`src/hw/rtl/mnpt_pkg.sv`:
```
`timescale 1ns / 1ps

package mnpt_pkg;

  localparam int unsigned BYTE_W         = 8;
  localparam int unsigned KEY_W          = 7;
  localparam int unsigned FREQ_W         = 22;
  localparam int unsigned NUM_KEYS       = 1 << KEY_W;
  localparam int unsigned FREQ_FRAC_BITS = 8;
  localparam int unsigned ROM_UNITS      = 100000;

  localparam logic [FREQ_W-1:0] FREQ_MAX = {FREQ_W{1'b1}};

  localparam int unsigned QUEUE_DEPTH = 2;
  localparam int unsigned QPTR_W      = $clog2(QUEUE_DEPTH);
  localparam int unsigned QCNT_W      = $clog2(QUEUE_DEPTH + 1);

  // Note status bytes: top three bits 100, bit 4 picks note-on
  localparam logic [2:0] NOTE_STATUS_TOP = 3'b100;

  typedef enum logic [1:0] {
    OP_NONE    = 2'd0,
    OP_SET     = 2'd1,
    OP_RELEASE = 2'd2
  } op_e;

  typedef struct packed {
    logic             done;
    op_e              op;
    logic [KEY_W-1:0] key;
  } mnpt_evt_t;

  typedef struct packed {
    logic              full;
    logic              empty;
    logic [QCNT_W-1:0] count;
  } mnpt_qstat_t;

  typedef logic [31:0]       units_tab_t [NUM_KEYS];
  typedef logic [FREQ_W-1:0] freq_tab_t  [NUM_KEYS];

  // Key frequencies in units of 1e-5 Hz
  localparam units_tab_t PITCH_UNITS = '{
    32'd817580,     32'd866196,     32'd917702,     32'd972272,     32'd1030090,
    32'd1091340,    32'd1156230,    32'd1224990,    32'd1297830,    32'd1375000,
    32'd1456760,    32'd1543390,    32'd1635160,    32'd1732390,    32'd1835400,
    32'd1944540,    32'd2060170,    32'd2182680,    32'd2312470,    32'd2449970,
    32'd2595650,    32'd2750000,    32'd2913520,    32'd3086770,    32'd3270320,
    32'd3464780,    32'd3670810,    32'd3889090,    32'd4120340,    32'd4365350,
    32'd4624930,    32'd4899940,    32'd5191310,    32'd5500000,    32'd5827050,
    32'd6173540,    32'd6540640,    32'd6929570,    32'd7341620,    32'd7778170,
    32'd8240690,    32'd8730710,    32'd9249860,    32'd9799890,    32'd10382600,
    32'd11000000,   32'd11654100,   32'd12347100,   32'd13081300,   32'd13859100,
    32'd14683200,   32'd15556300,   32'd16481400,   32'd17461400,   32'd18499700,
    32'd19599800,   32'd20765200,   32'd22000000,   32'd23308200,   32'd24694200,
    32'd26162600,   32'd27718300,   32'd29366500,   32'd31112700,   32'd32962800,
    32'd34922800,   32'd36999400,   32'd39199500,   32'd41530500,   32'd44000000,
    32'd46616400,   32'd49388300,   32'd52325100,   32'd55436500,   32'd58733000,
    32'd62225400,   32'd65925500,   32'd69845600,   32'd73998900,   32'd78399100,
    32'd83060900,   32'd88000000,   32'd93232800,   32'd98776700,   32'd104650000,
    32'd110873000,  32'd117466000,  32'd124451000,  32'd131851000,  32'd139691000,
    32'd147998000,  32'd156798000,  32'd166122000,  32'd176000000,  32'd186466000,
    32'd197553000,  32'd209300000,  32'd221746000,  32'd234932000,  32'd248902000,
    32'd263702000,  32'd279383000,  32'd295996000,  32'd313596000,  32'd332244000,
    32'd352000000,  32'd372931000,  32'd395107000,  32'd418601000,  32'd443492000,
    32'd469864000,  32'd497803000,  32'd527404000,  32'd558765000,  32'd591991000,
    32'd627193000,  32'd664488000,  32'd704000000,  32'd745862000,  32'd790213000,
    32'd837202000,  32'd886984000,  32'd939727000,  32'd995606000,  32'd1054810000,
    32'd1117530000, 32'd1183980000, 32'd1254390000
  };

  // Scale to fixed point, round half up, saturate; evaluated at elaboration only
  function automatic freq_tab_t build_freq_tab();
    freq_tab_t   tab;
    logic [63:0] scaled;
    logic [63:0] quot;
    for (int i = 0; i < NUM_KEYS; i++) begin
      scaled = ({32'd0, PITCH_UNITS[i]} << FREQ_FRAC_BITS) + 64'(ROM_UNITS / 2);
      quot   = scaled / ROM_UNITS;
      tab[i] = (quot > 64'(FREQ_MAX)) ? FREQ_MAX : quot[FREQ_W-1:0];
    end
    return tab;
  endfunction

  localparam freq_tab_t FREQ_TAB = build_freq_tab();

endpackage

```
`src/hw/rtl/mnpt_if.sv`:
```
`timescale 1ns / 1ps

interface mnpt_byte_if;
  logic                       valid;
  logic                       ready;
  logic [mnpt_pkg::BYTE_W-1:0] rx_byte;

  modport source (output valid, output rx_byte, input ready);
  modport sink   (input valid, input rx_byte, output ready);
endinterface

interface mnpt_note_if;
  logic                        valid;
  logic                        ready;
  logic                        message_done;
  logic                        note_active;
  logic [mnpt_pkg::KEY_W-1:0]  key_number;
  logic [mnpt_pkg::FREQ_W-1:0] note_frequency;

  modport source (output valid, output message_done, output note_active,
                  output key_number, output note_frequency, input ready);
  modport sink   (input valid, input message_done, input note_active,
                  input key_number, input note_frequency, output ready);
endinterface

```
`src/hw/rtl/mnpt_parser.sv`:
```
`timescale 1ns / 1ps

module mnpt_parser (
  input  logic                  clk_i,
  input  logic                  rst_ni,
  mnpt_byte_if.sink             byte_i,
  input  mnpt_pkg::mnpt_qstat_t qstat_i,
  output logic                  push_o,
  output mnpt_pkg::mnpt_evt_t   evt_o
);

  localparam logic [1:0] POS_IDLE = 2'd0;
  localparam logic [1:0] POS_KEY  = 2'd1;
  localparam logic [1:0] POS_VEL  = 2'd2;

  logic [1:0]                 pos_q, pos_d;
  logic                       pend_on_q, pend_on_d;
  logic [mnpt_pkg::KEY_W-1:0] pend_key_q, pend_key_d;
  logic [1:0]                 pos_eff;
  logic [mnpt_pkg::BYTE_W-1:0] b;

  assign byte_i.ready = !qstat_i.full;
  assign push_o       = byte_i.valid && byte_i.ready;
  assign b            = byte_i.rx_byte;

  always_comb begin
    pos_eff    = pos_q;
    pos_d      = pos_q;
    pend_on_d  = pend_on_q;
    pend_key_d = pend_key_q;
    evt_o.done = 1'b0;
    evt_o.op   = mnpt_pkg::OP_NONE;
    evt_o.key  = pend_key_q;

    // A status byte mid-message drops it and is parsed afresh
    if ((pos_q == POS_KEY || pos_q == POS_VEL) && b[mnpt_pkg::BYTE_W-1]) begin
      pos_eff = POS_IDLE;
    end

    unique case (pos_eff)
      POS_KEY: begin
        pend_key_d = b[mnpt_pkg::KEY_W-1:0];
        pos_d      = POS_VEL;
      end
      POS_VEL: begin
        evt_o.done = 1'b1;
        if (pend_on_q && (b[mnpt_pkg::KEY_W-1:0] != '0)) begin
          evt_o.op = mnpt_pkg::OP_SET;
        end else begin
          evt_o.op = mnpt_pkg::OP_RELEASE;
        end
        pos_d = POS_IDLE;
      end
      default: begin
        pos_d = POS_IDLE;
        if (b[7:5] == mnpt_pkg::NOTE_STATUS_TOP) begin
          pend_on_d = b[4];
          pos_d     = POS_KEY;
        end
      end
    endcase
  end

  always_ff @(posedge clk_i or negedge rst_ni) begin
    if (!rst_ni) begin
      pos_q      <= POS_IDLE;
      pend_on_q  <= 1'b0;
      pend_key_q <= '0;
    end else if (push_o) begin
      pos_q      <= pos_d;
      pend_on_q  <= pend_on_d;
      pend_key_q <= pend_key_d;
    end
  end

endmodule

```
`src/hw/rtl/mnpt_queue.sv`:
```
`timescale 1ns / 1ps

module mnpt_queue (
  input  logic                  clk_i,
  input  logic                  rst_ni,
  input  logic                  push_i,
  input  mnpt_pkg::mnpt_evt_t   evt_i,
  input  logic                  pop_i,
  output mnpt_pkg::mnpt_evt_t   evt_o,
  output mnpt_pkg::mnpt_qstat_t qstat_o
);

  mnpt_pkg::mnpt_evt_t                 mem_q [mnpt_pkg::QUEUE_DEPTH];
  logic [mnpt_pkg::QPTR_W-1:0]         wr_ptr_q, rd_ptr_q;
  logic [mnpt_pkg::QCNT_W-1:0]         count_q, count_d;

  assign count_d = count_q + mnpt_pkg::QCNT_W'(push_i) - mnpt_pkg::QCNT_W'(pop_i);

  assign evt_o         = mem_q[rd_ptr_q];
  assign qstat_o.count = count_q;
  assign qstat_o.empty = (count_q == '0);
  assign qstat_o.full  = (count_q == mnpt_pkg::QCNT_W'(mnpt_pkg::QUEUE_DEPTH));

  always_ff @(posedge clk_i or negedge rst_ni) begin
    if (!rst_ni) begin
      wr_ptr_q <= '0;
      rd_ptr_q <= '0;
      count_q  <= '0;
    end else begin
      if (push_i) wr_ptr_q <= wr_ptr_q + 1'b1;
      if (pop_i)  rd_ptr_q <= rd_ptr_q + 1'b1;
      count_q <= count_d;
    end
  end

  always_ff @(posedge clk_i) begin
    if (push_i) begin
      mem_q[wr_ptr_q] <= evt_i;
    end
  end

endmodule

```
`src/hw/rtl/mnpt_tracker.sv`:
```
`timescale 1ns / 1ps

module mnpt_tracker (
  input  logic                  clk_i,
  input  logic                  rst_ni,
  input  mnpt_pkg::mnpt_evt_t   evt_i,
  input  mnpt_pkg::mnpt_qstat_t qstat_i,
  output logic                  pop_o,
  mnpt_note_if.source           note_o
);

  logic                        held_valid_q, held_valid_d;
  logic [mnpt_pkg::KEY_W-1:0]  held_key_q, held_key_d;
  logic                        out_valid_q;
  logic                        done_q;
  logic                        active_q;
  logic [mnpt_pkg::KEY_W-1:0]  key_q;
  logic [mnpt_pkg::FREQ_W-1:0] freq_q;

  // Advance whenever the queue holds an event and the output register is free or being taken
  assign pop_o = !qstat_i.empty && (!out_valid_q || note_o.ready);

  always_comb begin
    held_valid_d = held_valid_q;
    held_key_d   = held_key_q;
    unique case (evt_i.op)
      mnpt_pkg::OP_SET: begin
        held_valid_d = 1'b1;
        held_key_d   = evt_i.key;
      end
      mnpt_pkg::OP_RELEASE: begin
        // Release only the key that is held
        if (held_valid_q && (held_key_q == evt_i.key)) begin
          held_valid_d = 1'b0;
          held_key_d   = '0;
        end
      end
      default: begin
      end
    endcase
  end

  always_ff @(posedge clk_i or negedge rst_ni) begin
    if (!rst_ni) begin
      held_valid_q <= 1'b0;
      held_key_q   <= '0;
      out_valid_q  <= 1'b0;
    end else begin
      if (pop_o) begin
        held_valid_q <= held_valid_d;
        held_key_q   <= held_key_d;
        out_valid_q  <= 1'b1;
      end else if (note_o.ready) begin
        out_valid_q  <= 1'b0;
      end
    end
  end

  always_ff @(posedge clk_i) begin
    if (pop_o) begin
      done_q   <= evt_i.done;
      active_q <= held_valid_d;
      key_q    <= held_valid_d ? held_key_d : '0;
      freq_q   <= held_valid_d ? mnpt_pkg::FREQ_TAB[held_key_d] : '0;
    end
  end

  assign note_o.valid          = out_valid_q;
  assign note_o.message_done   = done_q;
  assign note_o.note_active    = active_q;
  assign note_o.key_number     = key_q;
  assign note_o.note_frequency = freq_q;

endmodule

```
`src/hw/rtl/midi_note_parser_tracker.sv`:
```
`timescale 1ns / 1ps

// MIDI note-on/note-off parser with a monophonic note tracker. Takes one MIDI
// byte per beat on byte_i and returns one beat on note_o for every byte: the
// message-done flag, whether a key is held, the held key and its frequency in
// Hz with FREQ_FRAC_BITS fraction bits (zero when nothing is held). Bytes are
// taken at one per cycle for as long as the output side keeps up; a result
// passes through the event queue and then the output register of the
// tracker. A two-entry event queue between the parser and the tracker lets
// the input keep flowing while the output stalls, until the queue is full.
// Status bytes other than note-on and note-off, and stray data bytes, still
// yield a beat that repeats the current note.
module midi_note_parser_tracker (
  input  logic        clk_i,
  input  logic        rst_ni,
  mnpt_byte_if.sink   byte_i,
  mnpt_note_if.source note_o
);

  mnpt_pkg::mnpt_evt_t   push_evt;
  mnpt_pkg::mnpt_evt_t   pop_evt;
  mnpt_pkg::mnpt_qstat_t qstat;
  logic                  push;
  logic                  pop;

  mnpt_parser u_parser (
    .clk_i   (clk_i),
    .rst_ni  (rst_ni),
    .byte_i  (byte_i),
    .qstat_i (qstat),
    .push_o  (push),
    .evt_o   (push_evt)
  );

  mnpt_queue u_queue (
    .clk_i   (clk_i),
    .rst_ni  (rst_ni),
    .push_i  (push),
    .evt_i   (push_evt),
    .pop_i   (pop),
    .evt_o   (pop_evt),
    .qstat_o (qstat)
  );

  mnpt_tracker u_tracker (
    .clk_i   (clk_i),
    .rst_ni  (rst_ni),
    .evt_i   (pop_evt),
    .qstat_i (qstat),
    .pop_o   (pop),
    .note_o  (note_o)
  );

`ifndef SYNTHESIS
  a_queue_bound: assert property (@(posedge clk_i) disable iff (!rst_ni)
    qstat.count <= mnpt_pkg::QCNT_W'(mnpt_pkg::QUEUE_DEPTH))
    else $error("event queue count beyond depth");

  a_queue_fill: assert property (@(posedge clk_i) disable iff (!rst_ni)
    (push && !pop) |=> (qstat.count == $past(qstat.count) + 1'b1))
    else $error("event queue count did not advance on push");

  a_pop_nonempty: assert property (@(posedge clk_i) disable iff (!rst_ni)
    pop |-> !qstat.empty)
    else $error("tracker took an event from an empty queue");

  a_idle_zero: assert property (@(posedge clk_i) disable iff (!rst_ni)
    note_o.valid |-> (note_o.note_active == (note_o.note_frequency != '0)) &&
                     (note_o.note_active || (note_o.key_number == '0)))
    else $error("note fields disagree with note_active");
`endif

endmodule
```
`src/flat_wrapper.sv`:
```
// flat-port wrapper written by rule: the top's interface ports become plain ports
module midi_note_parser_tracker_flat 
  (clk_i, rst_ni, byte_i_valid, byte_i_rx_byte, byte_i_ready, note_o_valid, note_o_message_done, note_o_note_active, note_o_key_number, note_o_note_frequency, note_o_ready);
  mnpt_byte_if byte_i_i ();
  mnpt_note_if note_o_i ();
  input  logic clk_i;
  input  logic rst_ni;
  input wire logic [$bits(byte_i_i.valid)-1:0] byte_i_valid;
  input wire logic [$bits(byte_i_i.rx_byte)-1:0] byte_i_rx_byte;
  output wire logic [$bits(byte_i_i.ready)-1:0] byte_i_ready;
  output wire logic [$bits(note_o_i.valid)-1:0] note_o_valid;
  output wire logic [$bits(note_o_i.message_done)-1:0] note_o_message_done;
  output wire logic [$bits(note_o_i.note_active)-1:0] note_o_note_active;
  output wire logic [$bits(note_o_i.key_number)-1:0] note_o_key_number;
  output wire logic [$bits(note_o_i.note_frequency)-1:0] note_o_note_frequency;
  input wire logic [$bits(note_o_i.ready)-1:0] note_o_ready;
  assign byte_i_i.valid = byte_i_valid;
  assign byte_i_i.rx_byte = byte_i_rx_byte;
  assign byte_i_ready = byte_i_i.ready;
  assign note_o_valid = note_o_i.valid;
  assign note_o_message_done = note_o_i.message_done;
  assign note_o_note_active = note_o_i.note_active;
  assign note_o_key_number = note_o_i.key_number;
  assign note_o_note_frequency = note_o_i.note_frequency;
  assign note_o_i.ready = note_o_ready;
  midi_note_parser_tracker u_core (.clk_i(clk_i), .rst_ni(rst_ni), .byte_i(byte_i_i), .note_o(note_o_i));
endmodule
```
`config.mk`:
```
export PLATFORM = sky130hd
export DESIGN_NAME = midi_note_parser_tracker_flat
export DESIGN_NICKNAME = d
export VERILOG_FILES = /design/src/hw/rtl/mnpt_pkg.sv /design/src/hw/rtl/mnpt_if.sv /design/src/hw/rtl/mnpt_parser.sv /design/src/hw/rtl/mnpt_queue.sv /design/src/hw/rtl/mnpt_tracker.sv /design/src/hw/rtl/midi_note_parser_tracker.sv /design/src/flat_wrapper.sv
export SDC_FILE = /design/constraint.sdc
export NUM_CORES = 1
export LEC_CHECK = 0
export BUFFER_PORTS_ARGS = -buffer_cell sky130_fd_sc_hd__buf_2
export CELL_PAD_IN_SITES_DETAIL_PLACEMENT = 0
export CELL_PAD_IN_SITES_GLOBAL_PLACEMENT = 1
export CORE_MARGIN = 2
export CORE_UTILIZATION = 40
export CTS_BUF_LIST = sky130_fd_sc_hd__clkbuf_8
export DETAILED_ROUTE_END_ITERATION = 12
export MAX_ROUTING_LAYER = met4
export PLACE_DENSITY = 0.7
export SYNTH_ARGS = -nofsm -noshare
export SYNTH_HDL_FRONTEND = slang
export SYNTH_SLANG_ARGS = --single-unit
export TNS_END_PERCENT = 1
```
`constraint.sdc`:
```
create_clock -name clk_i -period 4.8 [get_ports clk_i]
set_input_delay 0.72 -clock clk_i [delete_from_list [all_inputs] [get_ports clk_i]]
set_output_delay 0.72 -clock clk_i [all_outputs]
set_load 0.005 [all_outputs]
```
==> flow_metrics.env, run 1 <==
export IMPL_grt_util_all_layers_pct=31.1
export IMPL_synth_top_area_share_pct=25.0
export IMPL_tightest_slew_ns=0.936
export IMPL_globalplace_congestion=1.01
export IMPL_root_buffer="clkbuf_8"
export IMPL_worst_path_largest_cell_delay_ns=0.57
export IMPL_min_period_over_period_pct=90.4
export IMPL_drc=0
export IMPL_path_clk_slew_ns=0.10
export IMPL_slew_violations=0
export IMPL_grt_pass1_wl_microns=36800
export IMPL_cpMostUsedCell="inv_1"
export IMPL_hold_buffers=0
export IMPL_num_vias=6279
export IMPL_final_layout_size_suffix_gt1_share_pct=22.1
export IMPL_first_pass_iters=5
export IMPL_yosysMostFrequentCell="a21oi_1"
export IMPL_ys_warn_count=0
export IMPL_ys_seq_elements=74
export IMPL_synth_top_area_cell="edfxtp_1"
export IMPL_syn_area_per_cell_sq_um=8.91
export IMPL_cts_max_path_buffers=2
export IMPL_maxCapViolations=0
export IMPL_fmax_ghz=0.230
export IMPL_worstPathArrival_ns=4.55
export IMPL_post_cts_buffers=0
export IMPL_cts_buffers=9
export IMPL_crit_required_ns=5.01
export IMPL_synth_fp_nets=716
export IMPL_final_nets=753
export IMPL_dpl_hpwl_microns=17100
export IMPL_htreeDepth=3
export IMPL_antenna_found_initial=0
export IMPL_async_flop_share_pct=31.1
export IMPL_cp_cell_sequence="mux2i_1 -> inv_1 -> ha_1 -> nand2b_1 -> o21ai_0 -> nor2_2 -> inv_1 -> ha_1 -> inv_1 -> nor3_1 -> nor2_1 -> a221oi_1 -> o32ai_1 -> a221oi_1"
export IMPL_overflow=0
export IMPL_die_h_microns=128
export IMPL_synth_edf_count=51
export IMPL_tns_ns=0
export IMPL_netlist_top_cells_area="edfxtp_1 (25%), dfrtp_1 (9.4%), a21oi_1 (4.7%)"
export IMPL_start_util_pct=40.6
export IMPL_utilization_pct=45.1
export IMPL_critPathCaptureType="flop"
export IMPL_core_sq_mm=0.0151
export IMPL_drt_vias_per_instance=6.84
export IMPL_drtAntennaViolNets=0
export IMPL_synthTopCellsByCount="a21oi_1 (58), nand2_1 (57), edfxtp_1 (51)"
export IMPL_diodes=0
export IMPL_ys_seq_area_share_pct=34.4
export IMPL_syn_inst=688
export IMPL_skew_ns=0.0190
export IMPL_grt_pass1_vias=5920
export IMPL_std_cell_rows=45
export IMPL_cts_tree="built"
export IMPL_hold_violations=0
export IMPL_worstSkewPairLatency_ns=0.40
export IMPL_fin_crit_ns=4.34
export IMPL_post_cts_resized=0
export IMPL_status="completed"
export IMPL_min_path_type="primary input to asynchronous set/reset pin"
export IMPL_crit_type="flop to flop"
export IMPL_grt_max_degree=50
export IMPL_crit_family="compound AO/OA/AOI/OAI gates"
export IMPL_ys_flop_type="edfxtp_1"
export IMPL_clkSinkCount=74
export IMPL_setup_violations=0
export IMPL_area_growth_syn_to_layout_pct=11.0
export IMPL_maxSlewHeadroom_pct=36.9
export IMPL_worstSetupStartpointType="flop"
export IMPL_critical_path_buf_inv_count=3
export IMPL_wl_per_cell_microns=26.7
export IMPL_cp_max_fo=10
export IMPL_placed_area_sq_mm=0.00660
export IMPL_die_x_microns=128
export IMPL_yosysUniqueCellTypes=90
export IMPL_rsz0062_at_grt="no"
export IMPL_mappedNetlistArea_sq_mm=0.00613
export IMPL_design_area_sq_mm=0.00681
export IMPL_port_buffers=44
export IMPL_ioPinCount=45
export IMPL_drtIter0Drc=850
export IMPL_drt_total_wl_microns=24500
export IMPL_crit_path_top_delay_cell="nor3_1"
export IMPL_dieArea_sq_mm=0.0163
metal layers:
metal  up-vias  share of wire (%)  track usage [%]
li1       2760                  -                -
met2       414                 46             47.2
met3       103                8.8             6.18
met1      3002                 39             39.0
met5         -                  0                -
met4         0                5.8             17.3
final timing paths:
check / startpoint / to / slack [ns] / depth (start not counted)
max in group asynchronous: rst_ni / u_core.u_parser.pend_key_q[2] / 4.13 / 1
min in group clk_i: u_core.u_parser.pend_key_q[6] / u_core.u_queue.mem_q[0][6] / 0.47 / 0
worst min-delay path: rst_ni / u_core.u_tracker.held_key_q[4] / 0.29 / 1
worst max-delay path: u_core.u_queue.rd_ptr_q / u_core.u_tracker.note_o.note_frequency[8] / 0.46 / 14
worst min register to register: u_core.u_parser.pend_key_q[6] / u_core.u_queue.mem_q[0][6] / 0.47 / 0
worst max register to register: u_core.u_queue.rd_ptr_q / u_core.u_tracker.note_o.note_frequency[8] / 0.46 / 14
registers in the layout, summed over array words and instances, names as in the netlist:
| signal | count |
|---|---|
| u_core.u_tracker.held_valid_q | 1 |
| u_core.u_queue.wr_ptr_q | 1 |
| u_core.u_tracker.note_o.key_number | 7 |
| u_core.u_tracker.held_key_q | 7 |
| u_core.u_queue.rd_ptr_q | 1 |
| u_core.u_tracker.note_o.note_active | 1 |
| u_core.u_queue.count_q | 2 |
| u_core.u_parser.pend_key_q | 7 |
| u_core.u_tracker.note_o.valid | 1 |
| u_core.u_parser.pos_q | 2 |
| u_core.u_tracker.note_o.note_frequency | 22 |
| u_core.u_parser.pend_on_q | 1 |
| u_core.u_tracker.note_o.message_done | 1 |
| u_core.u_queue.mem_q | 20 |
layout by cell type (no fill, tap or decap), types with 5 or more instances in the layout:
| cell type | instances |
|---|---|
| a221oi_1 | 11 |
| xnor2_1 | 8 |
| o21ai_1 | 8 |
| a31oi_1 | 11 |
| inv_1 | 16 |
| a22oi_1 | 7 |
| o211ai_1 | 14 |
| o22ai_1 | 10 |
| mux2i_1 | 11 |
| o21ai_0 | 45 |
| o221ai_1 | 8 |
| a311o_1 | 5 |
| nor3_1 | 21 |
| nand2_1 | 57 |
| o2111ai_1 | 5 |
| a21oi_1 | 57 |
| or3_1 | 5 |
| buf_2 | 44 |
| or2_2 | 6 |
| dfrtp_1 | 23 |
| a311oi_1 | 6 |
| a211oi_1 | 18 |
| nand3_1 | 19 |
| edfxtp_1 | 51 |
| nor2_1 | 50 |
| o21a_1 | 7 |
| buf_4 | 44 |
| clkbuf_8 | 9 |
| a211o_1 | 6 |
| ha_1 | 16 |
| mux2_2 | 10 |
stage by stage:
step | hold slack (ns) | worst slack, ns | instances
2_1_floorplan | 0.424 | 0.642 | 688
3_3_place_gp | 0.447 | 0.614 | 902
3_5_place_dp | 0.452 | 0.592 | 902
4_1_cts | 0.299 | 0.571 | 918
5_1_grt | 0.318 | 0.0894 | 918
6_report | 0.291 | 0.461 | 918
final cells by class:
cell class	count	area [sq um]
clock buffer	9	124
clock inverter	7	80.1
fill	1484	8280
inverter	17	63.8
multi-input combinational	533	3600
sequential	74	2110
tap	188	235
timing repair buffer	90	591
cells by family after synthesis:
family,share of synthesized area (%)
XOR/XNOR,1.71
flip-flops,34.4
AO/OA/AOI/OAI,33.9
AND/OR/NAND/NOR,15.8
adder cells (fa/ha/maj),3.26
multiplexers,3.86
buffers and inverters,7.06
Power of run 1 is not shown: default switching activity piles up to over one toggle a cycle in this logic, so the estimate is an artifact.
==> inputs of run 2 (changes only) <==
--- a/config.mk
+++ b/config.mk
@@ -6,14 +6,14 @@
 export NUM_CORES = 1
 export LEC_CHECK = 0
 export BUFFER_PORTS_ARGS = -buffer_cell sky130_fd_sc_hd__buf_2
-export CELL_PAD_IN_SITES_DETAIL_PLACEMENT = 0
-export CELL_PAD_IN_SITES_GLOBAL_PLACEMENT = 1
+export CELL_PAD_IN_SITES_DETAIL_PLACEMENT = 2
+export CELL_PAD_IN_SITES_GLOBAL_PLACEMENT = 2
 export CORE_MARGIN = 2
-export CORE_UTILIZATION = 40
+export CORE_UTILIZATION = 39
 export CTS_BUF_LIST = sky130_fd_sc_hd__clkbuf_8
 export DETAILED_ROUTE_END_ITERATION = 12
 export MAX_ROUTING_LAYER = met4
-export PLACE_DENSITY = 0.7
+export PLACE_DENSITY = 0.82
 export SYNTH_ARGS = -nofsm -noshare
 export SYNTH_HDL_FRONTEND = slang
 export SYNTH_SLANG_ARGS = --single-unit
==> run 2 against run 1 <==
Against the previous run: first-iteration DRC count down 25%; wire length up 16%; utilization down 0.19 points; via count up 3.2%; register-to-register slack worse by 0.26 ns; clock-buffer cell count unchanged; sequential cell count unchanged; worst hold slack better by 0.047 ns; critical path type unchanged; largest cell class unchanged.
==> flow_metrics.env, run 2 (synthesized netlist as in run 1, its figures left out) <==
export IMPL_root_buffer="clkbuf_8"
export IMPL_port_buffers=44
export IMPL_core_sq_mm=0.0153
export IMPL_dp_cells=931
export IMPL_drt_vias_per_instance=6.85
export IMPL_final_nets=759
export IMPL_critical_path_endpoint="u_core.u_tracker.note_o.note_frequency[12]"
export IMPL_grt_util_all_layers_pct=35.7
export IMPL_drtAntennaViolNets=0
export IMPL_ioPinCount=45
export IMPL_grt_pass1_vias=6861
export IMPL_regToRegStartpoint="u_core.u_queue.rd_ptr_q"
export IMPL_worstSkewPairLatency_ns=0.40
export IMPL_worstSetupStartpointType="flop"
export IMPL_min_period_over_period_pct=95.8
export IMPL_cts_tree="built"
export IMPL_drtIter0Drc=637
export IMPL_final_layout_size_suffix_gt1_share_pct=23.2
export IMPL_tightest_slew_ns=1.03
export IMPL_reg2reg_depth=14
export IMPL_die_h_microns=129
export IMPL_area_growth_syn_to_layout_pct=11.7
export IMPL_num_vias=6483
export IMPL_utilization_pct=44.9
export IMPL_die_x_microns=129
export IMPL_clkSinkCount=74
export IMPL_min_path_type="primary input to asynchronous set/reset pin"
export IMPL_grt_max_degree=53
export IMPL_largest_register_ffs=22
export IMPL_crit_required_ns=4.94
export IMPL_std_cell_rows=45
export IMPL_cp_max_fo=11
export IMPL_maxCapViolations=0
export IMPL_diodes=0
export IMPL_setup_worst_path_start="u_core.u_queue.rd_ptr_q"
export IMPL_skew_ns=0.0199
export IMPL_final_cells=947
export IMPL_fin_crit_ns=4.60
export IMPL_hold_buffers=0
export IMPL_reg2reg_to="u_core.u_tracker.note_o.note_frequency[12]"
export IMPL_post_cts_buffers=0
export IMPL_wl_per_cell_microns=30.0
export IMPL_worstPathArrival_ns=4.74
export IMPL_crit_type="flop to flop"
export IMPL_overflow=0
export IMPL_drt_total_wl_microns=28400
export IMPL_final_cell_mix="nand2_1 (57), a21oi_1 (56), buf_4 (52), edfxtp_1 (51), nor2_1 (50)"
export IMPL_hold_violations=0
export IMPL_dieArea_sq_mm=0.0167
export IMPL_design_area_sq_mm=0.00685
export IMPL_fmax_ghz=0.217
export IMPL_start_util_pct=40.2
export IMPL_critPathCaptureType="flop"
export IMPL_first_pass_iters=5
export IMPL_grt_pass1_wl_microns=43000
export IMPL_regToRegSetupSlack_ns=0.20
export IMPL_maxSlewHeadroom_pct=30.7
export IMPL_path_clk_slew_ns=0.09
export IMPL_htreeDepth=3
export IMPL_cts_buffers=9
export IMPL_rsz0062_at_grt="yes"
export IMPL_dpl_hpwl_microns=20200
export IMPL_setup_violations=0
export IMPL_drc=0
export IMPL_status="completed"
export IMPL_antenna_found_initial=0
export IMPL_globalplace_congestion=0.943
export IMPL_placed_area_sq_mm=0.00665
export IMPL_slew_violations=0
export IMPL_cts_max_path_buffers=2
export IMPL_layout_commonest_cell="nand2_1"
-- run 2: changes by cell type in the layout (fill, tap and decap cells not counted), sizes merged --
cell	before	now
bufinv	1	0
buf	90	96
clkinv	0	1
-- run 2: area by class of cell --
class	count	area, sq um
Multi-Input combinational cell	533	3620
Timing Repair Buffer	96	611
Clock inverter	7	66.3
Clock buffer	9	124
Fill cell	1687	8410
Inverter	17	63.8
Tap cell	211	264
Sequential cell	74	2110
-- run 2: repair_timing --
action                                  CTS  global route
endpoints found under the setup margin    2             3
resized for setup                         1             3
cloned                                    0             0
-- run 2: worst min-delay path by stage --
stage	start	end	slack [ns]	cells after the start
2_1_floorplan	rst_ni	u_core.u_parser.pend_key_q[0]	0.42	0
3_3_place_gp	u_core.u_parser.pend_key_q[3]	u_core.u_queue.mem_q[1][3]	0.46	0
3_5_place_dp	u_core.u_parser.pend_key_q[2]	u_core.u_queue.mem_q[0][2]	0.48	0
4_1_cts	rst_ni	u_core.u_tracker.note_o.valid	0.34	1
5_1_grt	rst_ni	u_core.u_parser.pos_q[0]	0.37	1
6_report	rst_ni	u_core.u_queue.count_q[1]	0.34	1
-- run 2: layer usage --
layer / vias to the layer above / GRT usage, % / routed length [microns]
met4: 0 / 18.7 / 1480
met2: 370 / 54.4 / 13200
met3: 101 / 9.21 / 2570
met1: 3250 / 43.6 / 11200
li1: 2762 / - / -
met5: - / - / 0
-- run 2: worst max-delay path, cell delays in order (launching register included) --
cell and delay, ns:
dfrtp_2 0.58, mux2i_1 0.39, inv_1 0.14, ha_1 0.50, nand2b_1 0.23, o21ai_0 0.12
buf_4 0.18, nor2_2 0.15, buf_4 0.26, ha_1 0.34, or3_1 0.54, a21oi_1 0.28
mux2_2 0.21, nor3_1 0.05, or3_1 0.37
-- run 2: stage by stage --
stage / TNS [ns] / worst slack, ns / hold slack [ns]
3_5_place_dp: 0 / 0.0749 / 0.482
6_report: 0 / 0.201 / 0.338
5_1_grt: -0.0162 / -0.0162 / 0.369
2_1_floorplan: 0 / 0.642 / 0.424
4_1_cts: 0 / 0.155 / 0.345
3_3_place_gp: 0 / 0.373 / 0.456
Power of run 2 is left out for the same reason.
==> inputs of run 3 (changes only) <==
--- a/config.mk
+++ b/config.mk
@@ -5,15 +5,17 @@
 export SDC_FILE = /design/constraint.sdc
 export NUM_CORES = 1
 export LEC_CHECK = 0
+export ABC_AREA = 1
 export BUFFER_PORTS_ARGS = -buffer_cell sky130_fd_sc_hd__buf_2
 export CELL_PAD_IN_SITES_DETAIL_PLACEMENT = 2
 export CELL_PAD_IN_SITES_GLOBAL_PLACEMENT = 2
 export CORE_MARGIN = 2
-export CORE_UTILIZATION = 39
+export CORE_UTILIZATION = 35
 export CTS_BUF_LIST = sky130_fd_sc_hd__clkbuf_8
 export DETAILED_ROUTE_END_ITERATION = 12
 export MAX_ROUTING_LAYER = met4
 export PLACE_DENSITY = 0.82
+export SETUP_SLACK_MARGIN = 0.1
 export SYNTH_ARGS = -nofsm -noshare
 export SYNTH_HDL_FRONTEND = slang
 export SYNTH_SLANG_ARGS = --single-unit
==> run 3 against run 2 <==
Against the previous run: worst hold slack better by 0.0059 ns; via count fell by 5.5%; critical endpoint is now u_core.u_tracker.note_o.note_frequency[9]; synthesized cell count increased by 21%; non-clock buffer count decreased by 26; sequential share of layout area is 2.6 points higher; register-to-register slack better by 0.22 ns; die area grew 2.3%; largest cell class unchanged; first-iteration DRC count shrank 27%; fmax rose by 5.1%; cell count rose by 16%.
==> flow_metrics.env, run 3 <==
export IMPL_yosysMostFrequentCell="nand2_1"
export IMPL_placed_area_sq_mm=0.00611
export IMPL_largest_register_ffs=22
export IMPL_netlist_top_cells_area="edfxtp_1 (27%), nand2_1 (21%), dfrtp_1 (10%)"
export IMPL_antenna_found_initial=0
export IMPL_synth_top_area_share_pct=27.2
export IMPL_wl_per_cell_microns=23.8
export IMPL_cp_max_fo=12
export IMPL_grt_util_all_layers_pct=32.6
export IMPL_yosysUniqueCellTypes=35
export IMPL_ys_seq_area_share_pct=37.4
export IMPL_syn_area_per_cell_sq_um=6.77
export IMPL_final_nets=903
export IMPL_crit_type="flop to flop"
export IMPL_maxCapViolations=0
export IMPL_synth_fp_nets=860
export IMPL_grt_max_degree=33
export IMPL_dpl_hpwl_microns=20000
export IMPL_layout_commonest_cell="nand2_1"
export IMPL_globalplace_congestion=1.00
export IMPL_maxSlewHeadroom_pct=27.4
export IMPL_status="completed"
export IMPL_num_vias=6126
export IMPL_cts_tree="built"
export IMPL_root_buffer="clkbuf_8"
export IMPL_die_h_microns=131
export IMPL_ys_seq_elements=74
export IMPL_design_area_sq_mm=0.00631
export IMPL_die_x_microns=131
export IMPL_drt_total_wl_microns=26100
export IMPL_port_buffers=44
export IMPL_worstSkewPairLatency_ns=0.37
export IMPL_synthTopCellsByCount="nand2_1 (312), nand3_1 (92), nor2_1 (74)"
export IMPL_grt_pass1_wl_microns=40000
export IMPL_diodes=0
export IMPL_final_cell_mix="nand2_1 (312), nand3_1 (91), nor2_1 (74), inv_1 (67), edfxtp_1 (51)"
export IMPL_area_growth_syn_to_layout_pct=11.9
export IMPL_ys_warn_count=0
export IMPL_grt_pass1_vias=6678
export IMPL_syn_inst=832
export IMPL_tns_ns=0
export IMPL_path_clk_slew_ns=0.09
export IMPL_first_pass_iters=5
export IMPL_async_flop_share_pct=31.1
export IMPL_fmax_ghz=0.228
export IMPL_fin_crit_ns=4.38
export IMPL_skew_ns=0.0164
export IMPL_worstSetupStartpointType="flop"
export IMPL_start_util_pct=35.6
export IMPL_hold_violations=0
export IMPL_crit_required_ns=5.02
export IMPL_mappedNetlistArea_sq_mm=0.00564
export IMPL_drtAntennaViolNets=0
export IMPL_std_cell_rows=46
export IMPL_ioPinCount=45
export IMPL_min_period_over_period_pct=91.2
export IMPL_core_sq_mm=0.0158
export IMPL_clkSinkCount=74
export IMPL_drtIter0Drc=466
export IMPL_min_path_type="primary input to asynchronous set/reset pin"
export IMPL_htreeDepth=3
export IMPL_rsz0062_at_grt="yes"
export IMPL_hold_buffers=0
export IMPL_critPathCaptureType="flop"
export IMPL_drc=0
export IMPL_ys_flop_type="edfxtp_1"
export IMPL_setup_violations=0
export IMPL_overflow=0
export IMPL_cts_buffers=9
export IMPL_synth_top_area_cell="edfxtp_1"
export IMPL_synth_edf_count=51
export IMPL_final_layout_size_suffix_gt1_share_pct=13.6
export IMPL_dieArea_sq_mm=0.0171
export IMPL_worstPathArrival_ns=4.60
export IMPL_utilization_pct=39.8
export IMPL_slew_violations=0
export IMPL_tightest_slew_ns=1.08
export IMPL_drt_vias_per_instance=5.59
export IMPL_cts_max_path_buffers=2
## run 3: cell types whose count changed after synthesis, moves of 9 or more
cell      change
a211oi_1     -18
nor2_1       +24
buf_2        -17
nor3_1       -19
nand2_1     +255
a221oi_1     -11
nand3_1      +73
inv_1        +51
o22ai_1       -9
a21oi_1      -18
mux2i_1      -11
## run 3: logic make-up (layout without fill, tap and decap cells)
logic type,after synthesis,after routing,share of synthesized area (%)
compound gates,117,117,11.7
mux,4,4,0.799
fa+ha+maj,16,16,3.55
buf+inv,110,158,8.50
simple gates,507,507,37.5
xor+xnor,4,4,0.622
flops,74,74,37.4
## run 3: layout make-up
class                      instances  area (sq um)
fill                            1975          9520
multi-input combinational        648          3060
sequential                        74          2110
clock buffer                      11           151
clock inverter                     5          37.5
inverter                          72           270
tap                              216           270
timing repair buffer              70           415
## run 3: path summary, 6_finish.rpt
path	start	end	slack, ns	cells after the start
max	u_core.u_queue.rd_ptr_q	u_core.u_tracker.note_o.note_frequency[9]	0.42	19
min	rst_ni	u_core.u_tracker.held_key_q[4]	0.34	1
max reg2reg	u_core.u_queue.rd_ptr_q	u_core.u_tracker.note_o.note_frequency[9]	0.42	19
min reg2reg	u_core.u_parser.pend_key_q[1]	u_core.u_queue.mem_q[0][1]	0.49	0
max in group asynchronous	rst_ni	u_core.u_tracker.held_key_q[2]	4.04	1
min in group clk_i	u_core.u_parser.pend_key_q[1]	u_core.u_queue.mem_q[0][1]	0.49	0
## run 3: per-layer routing
layer  up-vias  GRT usage, %  routed length (microns)
li1       2799             -                        -
met1      3070          40.3                    10800
met2       205          53.5                    12900
met3        52          6.51                     1590
met4         0          11.3                      833
met5         -             -                        0
## run 3: critical path: stages (launching register included)
cell,delay [ns]
dfrtp_1,0.57
inv_2,0.20
or2_2,0.30
o21ai_0,0.13
inv_1,0.10
ha_1,0.49
nor2_1,0.10
inv_1,0.15
o21ai_0,0.12
nand2_1,0.11
o21ai_2,0.08
buf_4,0.20
nor2_1,0.69
buf_4,0.36
nand2_1,0.08
nand2_1,0.12
inv_1,0.06
nand2_1,0.07
nand2_1,0.11
a21oi_1,0.19
## run 3: through the flow
stage                     hold slack [ns]  std cells  worst slack, ns
after floorplan                     0.424        832             1.39
after global placement              0.447       1080            0.711
after detailed placement            0.470       1080            0.401
after CTS                           0.357       1096            0.378
after global routing                0.367       1096           0.0231
final                               0.343       1096            0.423
## run 3: timing repair
action,CTS,global route
gates resized for setup,0,1
endpoints found under the hold margin,0,0
setup buffers,0,0
endpoints found under the setup margin,0,8
Power of run 3 is left out for the same reason.
